**src/hdl/lbs_pkg.sv**
```systemverilog
// shared types, constants and the half width table of the lane border search
package lbs_pkg;

    localparam int COLS_DEFAULT = 128;
    localparam int ROWS_DEFAULT = 64;
    localparam int POS_W        = 8;
    localparam int MODE_W       = 3;
    localparam int QUEUE_DEPTH  = 4;
    localparam int ROM_DEPTH    = 64;

    localparam logic [MODE_W-1:0] MODE_TRACK   = 3'd1;
    localparam logic [MODE_W-1:0] MODE_SIXTH   = 3'd2;
    localparam logic [MODE_W-1:0] MODE_QUARTER = 3'd3;
    localparam logic [MODE_W-1:0] MODE_THIRD   = 3'd4;

    // one finished row handed from the scanner to the center stage
    typedef struct packed {
        logic [POS_W-1:0] row;
        logic             left_hit;
        logic [POS_W-1:0] left_pos;
        logic             right_hit;
        logic [POS_W-1:0] right_pos;
        logic             fallback;
        logic             restart;
    } t_row_rec;

    localparam logic [2:0] HALF_WIDTH_ROM [ROM_DEPTH] = '{
        3'd1, 3'd1, 3'd1, 3'd2, 3'd2, 3'd2, 3'd2, 3'd2, 3'd2,
        3'd2, 3'd2, 3'd2, 3'd2, 3'd2, 3'd2, 3'd2, 3'd2, 3'd2,
        3'd2, 3'd2, 3'd2, 3'd2, 3'd2, 3'd2, 3'd2, 3'd2, 3'd3,
        3'd2, 3'd2, 3'd2, 3'd2, 3'd2, 3'd2, 3'd3, 3'd3, 3'd3,
        3'd3, 3'd3, 3'd3, 3'd3, 3'd3, 3'd3, 3'd3, 3'd3, 3'd3,
        3'd3, 3'd3, 3'd3, 3'd3, 3'd3, 3'd4, 3'd4, 3'd4, 3'd4,
        3'd0, 3'd0, 3'd0, 3'd0, 3'd0, 3'd0, 3'd0, 3'd0, 3'd0, 3'd0
    };

endpackage

```
**src/hdl/lane_border_search_core.sv**
```systemverilog
// top level of the lane border search: scanner, row queue and center stage
//
// Binary pixels enter on the input channel (i_in_valid / o_in_stall), one word a
// clock, bottom row first and left to right; i_frame_start marks the first pixel
// of a frame and i_row_end the last pixel of each row. A word is taken at any
// edge where valid is high and stall is low, so while stall is low the sustained
// rate is one pixel per cycle. Every row except row 0 yields, in a valid search
// mode, one result word on the output channel (o_out_valid / i_out_stall): row
// number, both border columns with hit flags and the lane center. The result is
// registered in the row queue, then in the center stage's output register.
// The scanner finishes a row in the cycle of its last pixel and drops a record in
// a four-entry queue; the center stage drains it independently. When the receiver
// stalls, the output word holds, records pile up in the queue and o_in_stall rises
// only once the queue is full. The search mode register is written through
// i_cfg_valid / o_cfg_ready (always ready); the user must write it only while the
// block is idle, which the block itself does not enforce. Reset loads mode 1,
// clears the queue and output, and sets the frame state as a frame start does.
module lane_border_search_core #(
    parameter int COLS = lbs_pkg::COLS_DEFAULT,
    parameter int ROWS = lbs_pkg::ROWS_DEFAULT
) (
    input  logic                       i_clk,
    input  logic                       i_rst_n,
    input  logic                       i_cfg_valid,
    output logic                       o_cfg_ready,
    input  logic [lbs_pkg::MODE_W-1:0] i_cfg_search_mode,
    input  logic                       i_in_valid,
    output logic                       o_in_stall,
    input  logic                       i_pixel_white,
    input  logic                       i_frame_start,
    input  logic                       i_row_end,
    output logic                       o_out_valid,
    input  logic                       i_out_stall,
    output logic [5:0]                 o_row_number,
    output logic [6:0]                 o_left_column,
    output logic [6:0]                 o_right_column,
    output logic [6:0]                 o_center_column,
    output logic                       o_left_hit,
    output logic                       o_right_hit
);

    logic              push, pop, queue_full, head_valid;
    lbs_pkg::t_row_rec push_rec, head_rec;

    lbs_front #(
        .COLS(COLS),
        .ROWS(ROWS)
    ) u_front (
        .i_clk             (i_clk),
        .i_rst_n           (i_rst_n),
        .i_cfg_valid       (i_cfg_valid),
        .o_cfg_ready       (o_cfg_ready),
        .i_cfg_search_mode (i_cfg_search_mode),
        .i_in_valid        (i_in_valid),
        .o_in_stall        (o_in_stall),
        .i_pixel_white     (i_pixel_white),
        .i_frame_start     (i_frame_start),
        .i_row_end         (i_row_end),
        .i_queue_full      (queue_full),
        .o_push            (push),
        .o_push_rec        (push_rec)
    );

    lbs_queue #(
        .DEPTH(lbs_pkg::QUEUE_DEPTH)
    ) u_queue (
        .i_clk      (i_clk),
        .i_rst_n    (i_rst_n),
        .i_push     (push),
        .i_push_rec (push_rec),
        .i_pop      (pop),
        .o_full     (queue_full),
        .o_valid    (head_valid),
        .o_head     (head_rec)
    );

    lbs_back #(
        .COLS(COLS)
    ) u_back (
        .i_clk           (i_clk),
        .i_rst_n         (i_rst_n),
        .i_rec_valid     (head_valid),
        .i_rec           (head_rec),
        .o_pop           (pop),
        .o_out_valid     (o_out_valid),
        .i_out_stall     (i_out_stall),
        .o_row_number    (o_row_number),
        .o_left_column   (o_left_column),
        .o_right_column  (o_right_column),
        .o_center_column (o_center_column),
        .o_left_hit      (o_left_hit),
        .o_right_hit     (o_right_hit)
    );

endmodule

```
**src/hdl/lbs_front.sv**
```systemverilog
// pixel scanner: counts rows/columns, finds borders, pushes a record per row > 0
module lbs_front #(
    parameter int COLS = lbs_pkg::COLS_DEFAULT,
    parameter int ROWS = lbs_pkg::ROWS_DEFAULT
) (
    input  logic                       i_clk,
    input  logic                       i_rst_n,
    input  logic                       i_cfg_valid,
    output logic                       o_cfg_ready,
    input  logic [lbs_pkg::MODE_W-1:0] i_cfg_search_mode,
    input  logic                       i_in_valid,
    output logic                       o_in_stall,
    input  logic                       i_pixel_white,
    input  logic                       i_frame_start,
    input  logic                       i_row_end,
    input  logic                       i_queue_full,
    output logic                       o_push,
    output lbs_pkg::t_row_rec          o_push_rec
);

    localparam int PW = lbs_pkg::POS_W;
    localparam logic [PW-1:0] COLS_LAST = PW'(COLS - 1);
    localparam logic [PW-1:0] COLS_HALF = PW'(COLS / 2);
    localparam logic [PW-1:0] COLS_8TH  = PW'(COLS / 8);
    localparam logic [PW-1:0] COLS_6TH  = PW'(COLS / 6);
    localparam logic [PW-1:0] COLS_4TH  = PW'(COLS / 4);
    localparam logic [PW-1:0] COLS_3RD  = PW'(COLS / 3);
    localparam logic [PW-1:0] ROWS_LAST = PW'(ROWS - 1);
    localparam logic [PW-1:0] COL_MAX   = {PW{1'b1}};

    logic [lbs_pkg::MODE_W-1:0] r_mode;
    logic [PW-1:0] r_tracked, n_tracked;
    logic [PW-1:0] r_row, n_row;
    logic [PW-1:0] r_col, n_col;
    logic [1:0]    r_recent, n_recent;
    logic          r_lseen, n_lseen;
    logic [PW-1:0] r_lpos, n_lpos;
    logic          r_rseen, n_rseen;
    logic [PW-1:0] r_rpos, n_rpos;
    logic          r_restart, n_restart;

    logic          accept;
    logic          valid_mode;
    logic [PW-1:0] e_tracked, e_row, e_col, e_lpos, e_rpos;
    logic [1:0]    e_recent;
    logic          e_lseen, e_rseen, e_restart;
    logic [PW-1:0] start;
    logic [PW:0]   rlimit_sum;
    logic [PW-1:0] rlimit;
    logic [PW-1:0] col_m2;
    logic          left_match, right_match;

    assign o_cfg_ready = 1'b1;
    assign o_in_stall  = i_queue_full;
    assign accept      = i_in_valid && !o_in_stall;
    assign valid_mode  = r_mode inside {[lbs_pkg::MODE_TRACK:lbs_pkg::MODE_THIRD]};

    // frame start takes effect before the pixel is used
    always_comb begin
        e_tracked = i_frame_start ? COLS_HALF : r_tracked;
        e_row     = i_frame_start ? ROWS_LAST : r_row;
        e_col     = i_frame_start ? '0 : r_col;
        e_recent  = i_frame_start ? 2'b00 : r_recent;
        e_lseen   = i_frame_start ? 1'b0 : r_lseen;
        e_lpos    = i_frame_start ? '0 : r_lpos;
        e_rseen   = i_frame_start ? 1'b0 : r_rseen;
        e_rpos    = i_frame_start ? '0 : r_rpos;
        e_restart = i_frame_start | r_restart;
    end

    always_comb begin
        case (r_mode)
            lbs_pkg::MODE_SIXTH:   start = COLS_6TH;
            lbs_pkg::MODE_QUARTER: start = COLS_4TH;
            lbs_pkg::MODE_THIRD:   start = COLS_3RD;
            default: begin
                if (e_row == ROWS_LAST) begin
                    start = '0;
                end else if (e_tracked > COLS_8TH) begin
                    start = e_tracked - COLS_8TH;
                end else begin
                    start = '0;
                end
            end
        endcase
    end

    always_comb begin
        rlimit_sum  = {1'b0, e_lpos} + {1'b0, COLS_6TH};
        rlimit      = (rlimit_sum > {1'b0, COLS_LAST}) ? COLS_LAST : rlimit_sum[PW-1:0];
        col_m2      = e_col - PW'(2);
        // black after two whites, inside the window right of the left border
        right_match = valid_mode && e_lseen && !i_pixel_white && (e_recent == 2'b11)
                      && (e_col > e_lpos) && (e_col <= rlimit);
        // black then two whites, start column counts back two
        left_match  = valid_mode && !e_lseen && i_pixel_white && (e_recent == 2'b01)
                      && (e_col >= PW'(2)) && (e_col < COLS_LAST) && (col_m2 >= start);
    end

    always_comb begin
        n_tracked = left_match ? col_m2 : e_tracked;
        n_lseen   = e_lseen | left_match;
        n_lpos    = left_match ? col_m2 : e_lpos;
        n_rseen   = e_rseen | right_match;
        n_rpos    = right_match ? e_col : e_rpos;
        n_recent  = {e_recent[0], i_pixel_white};
        n_row     = e_row;
        n_col     = e_col;
        n_restart = e_restart;

        o_push               = 1'b0;
        o_push_rec.row       = e_row;
        o_push_rec.left_hit  = n_lseen;
        o_push_rec.left_pos  = n_lpos;
        o_push_rec.right_hit = n_rseen;
        o_push_rec.right_pos = n_rpos;
        o_push_rec.fallback  = (r_mode == lbs_pkg::MODE_TRACK);
        o_push_rec.restart   = e_restart;

        if (i_row_end) begin
            if (valid_mode && (e_row != '0)) begin
                o_push    = accept;
                n_restart = 1'b0;
            end
            if (e_row != '0) begin
                n_row = e_row - PW'(1);
            end
            n_col    = '0;
            n_recent = 2'b00;
            n_lseen  = 1'b0;
            n_lpos   = '0;
            n_rseen  = 1'b0;
            n_rpos   = '0;
        end else if (e_col != COL_MAX) begin
            n_col = e_col + PW'(1);
        end
    end

    always_ff @(posedge i_clk) begin
        if (!i_rst_n) begin
            r_mode    <= lbs_pkg::MODE_TRACK;
            r_tracked <= COLS_HALF;
            r_row     <= ROWS_LAST;
            r_col     <= '0;
            r_recent  <= 2'b00;
            r_lseen   <= 1'b0;
            r_lpos    <= '0;
            r_rseen   <= 1'b0;
            r_rpos    <= '0;
            r_restart <= 1'b1;
        end else begin
            if (i_cfg_valid && o_cfg_ready) begin
                r_mode <= i_cfg_search_mode;
            end
            if (accept) begin
                r_tracked <= n_tracked;
                r_row     <= n_row;
                r_col     <= n_col;
                r_recent  <= n_recent;
                r_lseen   <= n_lseen;
                r_lpos    <= n_lpos;
                r_rseen   <= n_rseen;
                r_rpos    <= n_rpos;
                r_restart <= n_restart;
            end
        end
    end

endmodule

```
**src/hdl/lbs_queue.sv**
```systemverilog
// short first-in first-out queue of row records between scanner and center stage
module lbs_queue #(
    parameter int DEPTH = lbs_pkg::QUEUE_DEPTH
) (
    input  logic              i_clk,
    input  logic              i_rst_n,
    input  logic              i_push,
    input  lbs_pkg::t_row_rec i_push_rec,
    input  logic              i_pop,
    output logic              o_full,
    output logic              o_valid,
    output lbs_pkg::t_row_rec o_head
);

    localparam int AW = (DEPTH > 1) ? $clog2(DEPTH) : 1;
    localparam int CW = $clog2(DEPTH + 1);

    lbs_pkg::t_row_rec r_slot [DEPTH];
    logic [AW-1:0] r_wr_ptr, n_wr_ptr;
    logic [AW-1:0] r_rd_ptr, n_rd_ptr;
    logic [CW-1:0] r_count, n_count;
    logic          do_push, do_pop;

    assign o_full  = (r_count == CW'(DEPTH));
    assign o_valid = (r_count != '0);
    assign o_head  = r_slot[r_rd_ptr];
    assign do_push = i_push && !o_full;
    assign do_pop  = i_pop && o_valid;

    always_comb begin
        n_wr_ptr = r_wr_ptr;
        n_rd_ptr = r_rd_ptr;
        if (do_push) begin
            n_wr_ptr = (r_wr_ptr == AW'(DEPTH - 1)) ? '0 : r_wr_ptr + AW'(1);
        end
        if (do_pop) begin
            n_rd_ptr = (r_rd_ptr == AW'(DEPTH - 1)) ? '0 : r_rd_ptr + AW'(1);
        end
        case ({do_push, do_pop})
            2'b10:   n_count = r_count + CW'(1);
            2'b01:   n_count = r_count - CW'(1);
            default: n_count = r_count;
        endcase
    end

    always_ff @(posedge i_clk) begin
        if (do_push) begin
            r_slot[r_wr_ptr] <= i_push_rec;
        end
    end

    always_ff @(posedge i_clk) begin
        if (!i_rst_n) begin
            r_wr_ptr <= '0;
            r_rd_ptr <= '0;
            r_count  <= '0;
        end else begin
            r_wr_ptr <= n_wr_ptr;
            r_rd_ptr <= n_rd_ptr;
            r_count  <= n_count;
        end
    end

endmodule

```
**src/hdl/lbs_back.sv**
```systemverilog
// center stage: works out the lane center of each row record and holds the result word
module lbs_back #(
    parameter int COLS = lbs_pkg::COLS_DEFAULT
) (
    input  logic              i_clk,
    input  logic              i_rst_n,
    input  logic              i_rec_valid,
    input  lbs_pkg::t_row_rec i_rec,
    output logic              o_pop,
    output logic              o_out_valid,
    input  logic              i_out_stall,
    output logic [5:0]        o_row_number,
    output logic [6:0]        o_left_column,
    output logic [6:0]        o_right_column,
    output logic [6:0]        o_center_column,
    output logic              o_left_hit,
    output logic              o_right_hit
);

    localparam int PW = lbs_pkg::POS_W;
    localparam logic [PW-1:0] COLS_LAST = PW'(COLS - 1);
    localparam logic [PW-1:0] COLS_HALF = PW'(COLS / 2);
    localparam logic [PW-1:0] ROM_LAST  = PW'(lbs_pkg::ROM_DEPTH - 1);

    logic          r_valid, n_valid;
    logic [PW-1:0] r_prev_center;
    logic [5:0]    r_row;
    logic [6:0]    r_left, r_right, r_center;
    logic          r_lhit, r_rhit;

    logic [PW-1:0] prev;
    logic [2:0]    half;
    logic [PW:0]   sum_lr, sum_lh, center_wide;
    logic [PW-1:0] center;

    assign o_pop = i_rec_valid && (!r_valid || !i_out_stall);

    always_comb begin
        prev   = i_rec.restart ? COLS_HALF : r_prev_center;
        half   = (i_rec.row <= ROM_LAST) ? lbs_pkg::HALF_WIDTH_ROM[i_rec.row[5:0]] : 3'd0;
        sum_lr = {1'b0, i_rec.left_pos} + {1'b0, i_rec.right_pos};
        sum_lh = {1'b0, i_rec.left_pos} + (PW + 1)'(half);
        if (i_rec.left_hit && i_rec.right_hit) begin
            center_wide = {1'b0, sum_lr[PW:1]};
        end else if (i_rec.left_hit && i_rec.fallback) begin
            center_wide = sum_lh;
        end else begin
            center_wide = {1'b0, prev};
        end
        center = (center_wide > {1'b0, COLS_LAST}) ? COLS_LAST : center_wide[PW-1:0];
    end

    always_comb begin
        if (o_pop) begin
            n_valid = 1'b1;
        end else if (i_out_stall) begin
            n_valid = r_valid;
        end else begin
            n_valid = 1'b0;
        end
    end

    always_ff @(posedge i_clk) begin
        if (o_pop) begin
            r_row    <= i_rec.row[5:0];
            r_left   <= i_rec.left_hit ? i_rec.left_pos[6:0] : 7'd0;
            r_right  <= i_rec.right_hit ? i_rec.right_pos[6:0] : 7'd0;
            r_center <= center[6:0];
            r_lhit   <= i_rec.left_hit;
            r_rhit   <= i_rec.right_hit;
        end
    end

    always_ff @(posedge i_clk) begin
        if (!i_rst_n) begin
            r_valid       <= 1'b0;
            r_prev_center <= COLS_HALF;
        end else begin
            r_valid <= n_valid;
            if (o_pop) begin
                r_prev_center <= center;
            end
        end
    end

    assign o_out_valid     = r_valid;
    assign o_row_number    = r_row;
    assign o_left_column   = r_left;
    assign o_right_column  = r_right;
    assign o_center_column = r_center;
    assign o_left_hit      = r_lhit;
    assign o_right_hit     = r_rhit;

endmodule
```
**config.mk**
```make
export PLATFORM = sky130hd
export DESIGN_NAME = lane_border_search_core
export DESIGN_NICKNAME = d
export VERILOG_FILES = /design/src/hdl/lbs_pkg.sv /design/src/hdl/lane_border_search_core.sv /design/src/hdl/lbs_front.sv /design/src/hdl/lbs_queue.sv /design/src/hdl/lbs_back.sv
export SDC_FILE = /design/constraint.sdc
export NUM_CORES = 1
export LEC_CHECK = 0
export BUFFER_PORTS_ARGS = -buffer_cell sky130_fd_sc_hd__buf_2
export CELL_PAD_IN_SITES_DETAIL_PLACEMENT = 2
export CELL_PAD_IN_SITES_GLOBAL_PLACEMENT = 2
export CORE_ASPECT_RATIO = 0.6
export CORE_MARGIN = 2
export CORE_UTILIZATION = 40
export DETAILED_ROUTE_END_ITERATION = 10
export PLACE_DENSITY_LB_ADDON = 0.15
export SYNTH_ARGS = -nofsm -noshare
export SYNTH_HDL_FRONTEND = slang
export SYNTH_SLANG_ARGS = --single-unit
```
**constraint.sdc**
```tcl
create_clock -name i_clk -period 12.2 [get_ports i_clk]
set_input_delay 1.83 -clock i_clk [delete_from_list [all_inputs] [get_ports i_clk]]
set_output_delay 1.83 -clock i_clk [all_outputs]
set_load 0.02 [all_outputs]
```
==> results_dict.tcl, run 1 <==
set metrics [dict create \
    status "finished, final reports clean" \
    antenna_found_initial 1 \
    die_width_um 211 \
    drc_errors 0 \
    path_common_cell "a21oi_1" \
    synthDistinctLibCells 67 \
    setup_ws_ps 5730 \
    worst_pin_slew_ps 967 \
    layout_commonest_cell "edfxtp_1" \
    hp-class "register to register" \
    die-area_mm2 0.0270 \
    fin_hold_ws_ps 468 \
    skew_ps 12.6 \
    grt_pass1_wl_um 49200 \
    ctsHoldBuffers 0 \
    final_layout_size_suffix_gt1_share_pct 13.3 \
    power_density_mw_per_mm2 192 \
    final_cell_mix "edfxtp_1, nor2_1, dfxtp_1, nand2_1, a21oi_1" \
    placed_area_mm2 0.0108 \
    vdd_drop_max_uv 127 \
    maxSlewViolCount 0 \
    rsz0062_at_grt "no" \
    cts-root-buf "clkbuf_16" \
    die-height_um 128 \
    ant_nets 0 \
    min_period_ps 6470 \
    finalNetCount 992 \
    n_fill_cell 2533 \
    cap_violations 0 \
    synth_area_mm2 0.0103 \
    crit_chain "buf_2 > buf_4 > inv_1 > nand2_1 > inv_1 > ha_1 > a21oi_1 > o41ai_1 > nor3_1 > a21oi_1 > o21ai_0 > ha_1 > nand2b_1 > a21o_1 > a21oi_1 > o21ai_0 > o41ai_2 > buf_4 > nor2_1 > nand3_1 > o2bb2ai_1" \
    fmax_mhz 155 \
    routed.top_layer "met4" \
    hold_viol 0 \
    drtIter0Drc 546 \
    std_cell_rows 45 \
    first_pass_iters 5 \
    setup_viol 0 \
    crit_buf_inv 5 \
    leakage_nw 4.12 \
    tns_ps 0 \
    htreeDepth 1 \
    endpoint_kind "register" \
    relSlewSlack_pct 35.4 \
    synthCells 899 \
    post-dp-hpwl_um 22600 \
    switching_share_pct 34.3 \
    area_delta_synth_final_pct 11.9 \
    yosysTopAreaCell "edfxtp_1" \
    synthArstFlopShare_pct 0 \
    stdcell_area_mm2 0.0115 \
    num_io_pins 43 \
    synth-edff-count 141 \
    core-area_mm2 0.0253 \
    yosysWarnings 0 \
    synth_area_per_cell_um2 11.4 \
    met1_length_um 15000 \
    via_per_inst 5.87 \
    grt_usage_pct 24.0 \
    ys_seq_area_share_pct 54.0 \
    crit_fanout 48 \
    cts_resized 0 \
    cp.required_ps 12630 \
    slowest_delay_ps 680 \
    vias 7489 \
    crit_type "input port to register" \
    ctsLongestPathBuffers 3 \
    synthTopCellsByArea "edfxtp_1, dfxtp_1, ha_1, mux4_2, a21oi_1" \
    overflow 0 \
    power_frac_comb_pct 30.7 \
    pwr-share-seq_pct 39.9 \
    switchingPower_mw 0.756 \
    yosys_most_used_dff "edfxtp_1" \
    start_util_pct 40.7 \
    clock_latency_ps 520 \
    post_cts_buffers 0 \
    port_buffers 41 \
    startpoint_type "input port" \
    routed_wl_um 31500 \
    cts.clk_slew.worst_paths_ps 70 \
    yosys.area.top_type_share_pct 41.2 \
    wl_per_cell_um 24.7 \
    p_clk_share_pct 29.4 \
    internal_power_mw 1.45 \
    clock-sinks 207 \
    slowest_stage "inv_1" \
    place_congestion 0.828 \
    dr_wl_met2_um 14600 \
    cp_top_family "compound AO/OA/AOI/OAI gates" \
    post-place-ws_ps 5300 \
    ys_ff_latch 207 \
    routed-wl-met3_um 1390 \
    grt_pass1_vias 8174 \
    cts_tree "yes" \
    cp.arrival_ps 6900 \
    period_share_pct 53.0 \
    grt_max_degree 49 \
    cts_buffers 22 \
]
power by group through the flow:
stage,clock network (mW),registers [mW],logic (mW)
2_1_floorplan,0,0.945,0.400
6_report,0.648,0.881,0.677
3_5_place_dp,0,0.896,0.677
3_3_place_gp,0,0.890,0.631
5_1_grt,0.692,0.888,0.746
4_1_cts,0.664,0.882,0.681
area by class of cell:
type                       instances  area (um^2)  share of cell area [%]
antenna                            1         2.50                  0.0218
timing repair buffer              54          303                    2.63
clock buffer                      29          598                    5.20
inverter                          38          143                    1.24
tap                              329          412                    3.58
clock inverter                    10         78.8                   0.686
multi-input combinational        607         4410                    38.3
sequential                       207         5560                    48.3
Yosys cell counts, drive strengths merged (10+ instances only):
cell / n
mux2i: 19
nand2: 62
and3: 17
o211ai: 14
clkbuf: 37
xor2: 12
mux4: 25
edfxtp: 141
buf: 11
a21oi: 52
nor2: 66
nor3: 18
ha: 48
dfxtp: 66
o21ai: 47
nand3: 46
and2: 22
a31oi: 12
xnor2: 13
nand2b: 10
inv: 38
nor2b: 15
per-layer routing:
metal  track usage [%]  vias to the layer above
met5                 0                        -
met4              4.64                        0
met3              3.97                       35
met2              39.4                      164
met1              33.8                     3872
li1                  -                     3418
through the flow:
step | cells | power, mW | util [%]
6_report | 1275 | 2.21 | 45.5
5_1_grt | 1274 | 2.33 | 45.5
4_1_cts | 1274 | 2.23 | 45.5
2_1_floorplan | 900 | 1.34 | -
3_5_place_dp | 1235 | 1.57 | 42.8
3_3_place_gp | 1235 | 1.52 | 42.8
final timing paths:
check                                             from                                    to  slack [ps]  cells past startpoint
setup / recovery                         i_frame_start        u_front.r_lpos[5]$_SDFFE_PN0P_        5730                     21
hold / removal    u_back.r_prev_center[7]$_SDFFE_PN0P_  u_back.r_prev_center[7]$_SDFFE_PN0P_         470                      2
hold reg to reg   u_back.r_prev_center[7]$_SDFFE_PN0P_  u_back.r_prev_center[7]$_SDFFE_PN0P_         470                      2
setup reg to reg                              register  u_back.r_prev_center[6]$_SDFFE_PN1P_        7370                     17
state kept, by name, summed over array words and instances (netlist names), 2 cells and up, named ones only:
signal	flops
u_back.o_row_number	6
u_queue.r_rd_ptr	2
u_back.o_right_column	7
u_back.o_center_column	7
u_front.r_col	8
u_queue.r_wr_ptr	2
u_queue.r_count	3
u_front.r_rpos	8
u_front.r_tracked	8
u_front.r_row	8
u_back.r_prev_center	8
u_front.r_recent	2
u_front.r_mode	3
u_back.o_left_column	7
u_queue.r_slot	112
u_front.r_lpos	8
kinds of logic (layout without fill, tap and decap cells):
logic type | after synthesis | in the layout | synth area share (%)
and+or+nand+nor | 288 | 288 | 14.0
DFF | 207 | 207 | 54.0
AOI/OAI and AO/OA | 194 | 194 | 12.2
buffers and inverters | 86 | 131 | 3.41
adders and majority gates | 53 | 53 | 6.62
muxes | 45 | 45 | 7.58
xor gates and xnor gates | 25 | 25 | 2.13
other | 1 | 3 | 0.0365
tightest hold or removal path, delay by kind of cell (launching register included):
kind             cells  cell delay, ps
and+or+nand+nor      2             100
DFF                  1             330
Note: power is estimated with default switching activity, not from simulation.
==> inputs of run 2 (changes only) <==
Settings changed: CORE_UTILIZATION 40 to 38.
Clock period 12.2 ns to 5.8 ns, I/O delays scaled along.
==> run 2 against run 1 <==
Worst hold slack gained 6.7 ps. Critical path depth is 1 higher. Final cell count up 3.1%. Combinational power increased by 110%. Routed wire length grew 3.9%. Sequential power up 110%. Global-route usage down 0.68 points.
==> results_dict.tcl, run 2 (synthesized netlist as in run 1, its figures left out) <==
set metrics [dict create \
    total_power_mw 4.84 \
    crit_type "input port to register" \
    largest_reg_flops 112 \
    htreeDepth 1 \
    place_congestion 0.878 \
    post-dp-hpwl_um 23100 \
    internal_power_mw 3.18 \
    fin_cells 1315 \
    period_share_pct 83.2 \
    grt_max_degree 47 \
    crit_fanout 12 \
    cap_violations 0 \
    setup_viol 0 \
    clock-sinks 207 \
    area_delta_synth_final_pct 13.6 \
    std_cell_rows 46 \
    clock_latency_ps 520 \
    vdd_drop_max_uv 254 \
    antennaDiodeCount 0 \
    skew_ps 14.3 \
    via_per_inst 5.80 \
    overflow 0 \
    start_util_pct 38.8 \
    final_layout_size_suffix_gt1_share_pct 14.3 \
    drtIter0Drc 529 \
    cp.arrival_ps 5270 \
    power_frac_comb_pct 30.0 \
    grt_pass1_vias 8261 \
    switchingPower_mw 1.66 \
    routed_wl_um 32700 \
    cts_tree "yes" \
    antenna_found_initial 1 \
    hp-class "register to register" \
    rsz0062_at_grt "no" \
    grt_pass1_wl_um 50900 \
    endpoint_kind "register" \
    port_buffers 41 \
    fin_hold_ws_ps 475 \
    drc_errors 0 \
    cp.required_ps 6240 \
    cts-root-buf "clkbuf_16" \
    leakage_nw 4.21 \
    ctsLongestPathBuffers 3 \
    ant_nets 0 \
    min_period_ps 4830 \
    die_width_um 216 \
    relSlewSlack_pct 37.5 \
    final_cell_mix "edfxtp_1, nor2_1, dfxtp_1, nand2_1, a21oi_1" \
    maxSlewViolCount 0 \
    layout_commonest_cell "edfxtp_1" \
    cts_buffers 22 \
    switching_share_pct 34.4 \
    die-height_um 131 \
    cts_resized 0 \
    core-area_mm2 0.0265 \
    ctsHoldBuffers 0 \
    worst_pin_slew_ps 931 \
    pwr-share-seq_pct 38.7 \
    numPlacedInstances 1275 \
    tns_ps 0 \
    power_density_mw_per_mm2 415 \
    finalNetCount 1001 \
    wl_per_cell_um 24.9 \
    top_register "u_queue.r_slot" \
    p_clk_share_pct 31.3 \
    startpoint_type "input port" \
    status "finished, final reports clean" \
    cts.clk_slew.worst_paths_ps 60 \
    hold_viol 0 \
    die-area_mm2 0.0284 \
    post_cts_buffers 0 \
    vias 7631 \
    first_pass_iters 5 \
    fmax_mhz 207 \
    grt_usage_pct 23.3 \
    num_io_pins 43 \
]
==> run 2: final timing paths <==
path                                        startpoint                                   end  slack [ps]  depth (start not counted)
hold / removal    u_back.r_prev_center[7]$_SDFFE_PN0P_  u_back.r_prev_center[7]$_SDFFE_PN0P_         470                          2
setup / recovery                         i_frame_start        u_front.r_lpos[3]$_SDFFE_PN0P_         970                         22
setup reg to reg         u_front.r_row[0]$_SDFFE_PN1P_        u_front.r_lpos[3]$_SDFFE_PN0P_        1240                         19
hold reg to reg   u_back.r_prev_center[7]$_SDFFE_PN0P_  u_back.r_prev_center[7]$_SDFFE_PN0P_         470                          2
==> run 2: power groups by stage <==
stage | Combinational, mW | Clock, mW | Sequential (mW)
after floorplan | 0.843 | 0 | 1.99
after global placement | 1.34 | 0 | 1.89
after detailed placement | 1.43 | 0 | 1.91
after CTS | 1.45 | 1.54 | 1.88
after global routing | 1.57 | 1.60 | 1.89
final | 1.45 | 1.51 | 1.88
==> run 2: area by class of cell <==
| type | instances | area [um^2] |
|---|---|---|
| clock buffer | 26 | 587 |
| clock inverter | 14 | 171 |
| fill | 2726 | 14800 |
| inverter | 38 | 143 |
| multi-input combinational | 607 | 4400 |
| sequential | 207 | 5560 |
| tap | 360 | 450 |
| timing repair buffer | 63 | 370 |
==> run 2: critical path, stage by stage <==
cell and delay (ps):
buf_2 150, inv_1 220, nand2_1 120, inv_1 120, ha_1 170, a21oi_1 70, o41ai_1 260, buf_4 180
nor3_1 50, buf_4 170, a21oi_1 130, o21ai_0 90, ha_1 280, nand2b_1 140, a21o_1 170, a21oi_1 130
o21ai_0 130, o41ai_2 750, buf_4 330, a21oi_1 90, nor2_1 470, o2bb2ai_1 180
==> run 2: per-layer routing <==
layer | up-vias | wire, um | GRT usage, %
li1 | 3432 | - | -
met1 | 3999 | 15600 | 33.2
met3 | 34 | 1500 | 3.82
met2 | 166 | 15200 | 37.8
met5 | - | 0 | 0
met4 | 0 | 434 | 4.15
==> run 2: through the flow <==
step	instance area [um^2]	worst slack [ps]	util, %
4_1_cts	11700	1010	44.1
5_1_grt	11700	551	44.1
2_1_floorplan	10300	727	-
3_5_place_dp	10900	456	41.2
3_3_place_gp	10900	819	41.2
6_report	11700	974	44.1
==> inputs of run 3 (changes only) <==
Settings changed: CORE_UTILIZATION 38 to 40.
Clock period 5.8 ns to 4.7 ns, I/O delays scaled along.
==> run 3 against run 2 <==
First-iteration DRC count decreased by 1.7%. Worst hold slack got worse by 70 ps. Worst setup slack got worse by 610 ps. Clock skew increased by 0.70 ps. Via count decreased by 0.34%. Count of clock-buffer cells in the layout decreased by 1. Utilization increased by 2.5 points. Combinational power increased by 21%. Routed wire length decreased by 2.7%. Global-route usage increased by 1.1 points.
==> results_dict.tcl, run 3 (synthesized netlist as in run 1, its figures left out) <==
set metrics [dict create \
    cts-root-buf "clkbuf_16" \
    final_layout_size_suffix_gt1_share_pct 15.3 \
    crit_type "register to register" \
    hold_depth 3 \
    skew_ps 15.0 \
    die_width_um 211 \
    grt_pass1_wl_um 50100 \
    dr_wl_met2_um 14700 \
    endpoint_kind "register" \
    crit_fanout 19 \
    tns_ps 0 \
    area_delta_synth_final_pct 14.6 \
    layout_commonest_cell "edfxtp_1" \
    grt_max_degree 47 \
    top_register "u_queue.r_slot" \
    worst_pin_slew_ps 914 \
    largest_reg_flops 112 \
    cp.required_ps 4960 \
    routed-wl-met3_um 1320 \
    place_congestion 0.844 \
    status "finished, final reports clean" \
    p_clk_share_pct 32.2 \
    ff2ff_path_depth 13 \
    ant_nets 0 \
    num_io_pins 43 \
    wl_per_cell_um 24.6 \
    power_frac_comb_pct 29.3 \
    cts.clk_slew.worst_paths_ps 60 \
    final_cell_mix "edfxtp_1, nor2_1, dfxtp_1, nand2_1, a21oi_1" \
    die-area_mm2 0.0270 \
    switching_share_pct 33.3 \
    leakage_nw 4.29 \
    post-place-ws_ps 128 \
    rrSetupSlack_ps 360 \
    die-height_um 128 \
    hold_end "u_front.r_mode[0]$_SDFFE_PN1P_" \
    switchingPower_mw 1.99 \
    hp-start "i_cfg_search_mode[0]" \
    ctsHoldBuffers 0 \
    setup_ws_ps 362 \
    power_density_mw_per_mm2 508 \
    post-dp-hpwl_um 23100 \
    hp-class "input port to register" \
    cp.arrival_ps 4600 \
    port_buffers 41 \
    hold_viol 0 \
    routed_wl_um 31800 \
    routed.top_layer "met4" \
    overflow 0 \
    min_period_ps 4340 \
    first_pass_iters 5 \
    antenna_found_initial 0 \
    htreeDepth 1 \
    setup_viol 0 \
    drtIter0Drc 520 \
    clock_latency_ps 530 \
    drc_errors 0 \
    antennaDiodeCount 0 \
    cap_violations 0 \
    internal_power_mw 3.99 \
    cts_tree "yes" \
    startpoint_type "register" \
    met1_length_um 15300 \
    start_util_pct 40.7 \
    rsz0062_at_grt "no" \
    vias 7605 \
    finalNetCount 1012 \
    cts_buffers 22 \
    total_power_mw 5.98 \
    core-area_mm2 0.0253 \
    worstReg2RegEnd "u_back.o_center_column[6]$_DFFE_PP_" \
    vdd_drop_max_uv 366 \
    via_per_inst 5.87 \
    period_share_pct 92.3 \
    std_cell_rows 45 \
    ctsLongestPathBuffers 3 \
    grt_usage_pct 24.4 \
    maxSlewViolCount 0 \
    fmax_mhz 230 \
    grt_pass1_vias 8318 \
    clock-sinks 207 \
    relSlewSlack_pct 39.0 \
    pwr-share-seq_pct 38.6 \
]
==> run 3: changes by cell type in the layout (fill, tap and decap cells not counted), sizes merged <==
cell	previous run	this run
clkinv	8	7
buf	63	74
inv	38	39
bufinv	4	5
clkbuf	26	25
==> run 3: worst max-delay path: stages, from the launching register on <==
cell and delay [ps]:
dfxtp_2 490, buf_4 380, mux4_1 740, and2_4 210, fa_1 410, a21o_1 200
a21oi_1 260, nor2b_1 140, o31a_1 290, o21a_1 180, o31ai_1 210, buf_4 250
and3_1 250, nand2_1 70
==> run 3: worst max-delay path by stage <==
stage	to	slack, ps	cells after the start
finish	u_back.o_center_column[6]$_DFFE_PP_	360	13
global route	u_back.o_center_column[6]$_DFFE_PP_	70	13
CTS	u_back.r_prev_center[6]$_SDFFE_PN1P_	280	16
detailed placement	u_queue.r_slot[1][18]$_DFFE_PP_	130	20
global placement	u_front.r_lpos[0]$_SDFFE_PN0P_	370	22
floorplan	u_queue.r_slot[0][19]$_DFFE_PP_	8	20
==> run 3: power groups by stage <==
| stage | clock network (mW) | registers [mW] | logic, mW |
|---|---|---|---|
| after floorplan | 0 | 2.45 | 1.04 |
| after global placement | 0 | 2.33 | 1.63 |
| after detailed placement | 0 | 2.35 | 1.74 |
| after CTS | 1.96 | 2.31 | 1.76 |
| after global routing | 2.03 | 2.33 | 1.93 |
| final | 1.92 | 2.31 | 1.75 |
==> run 3: metrics by stage <==
step	util [%]	cells	area [um^2]	hold slack [ps]
global route	46.6	1295	11800	431
floorplan	-	900	10300	410
finish	46.6	1295	11800	405
detailed placement	43.4	1255	11000	480
global placement	43.4	1255	11000	437
CTS	46.6	1295	11800	386
==> run 3: layout make-up <==
| cell class | instances | area, um^2 |
|---|---|---|
| clock buffers | 25 | 583 |
| clock inverters | 15 | 208 |
| fillers | 2553 | 13500 |
| inverters | 38 | 143 |
| multi-input cells | 607 | 4410 |
| flip-flops and latches | 207 | 5560 |
| well taps | 329 | 412 |
| repair buffers | 74 | 465 |
==> run 3: repair_timing <==
item,4_1_cts,5_1_grt
resized for setup,0,1
buffers inserted,0,0
setup endpoints to repair,0,1
==> run 3: routing by layer <==
metal | up-vias | GRT usage, %
li1 | 3448 | -
met1 | 3974 | 34.3
met2 | 145 | 40.1
met3 | 38 | 4.16
met4 | 0 | 4.93
met5 | - | 0
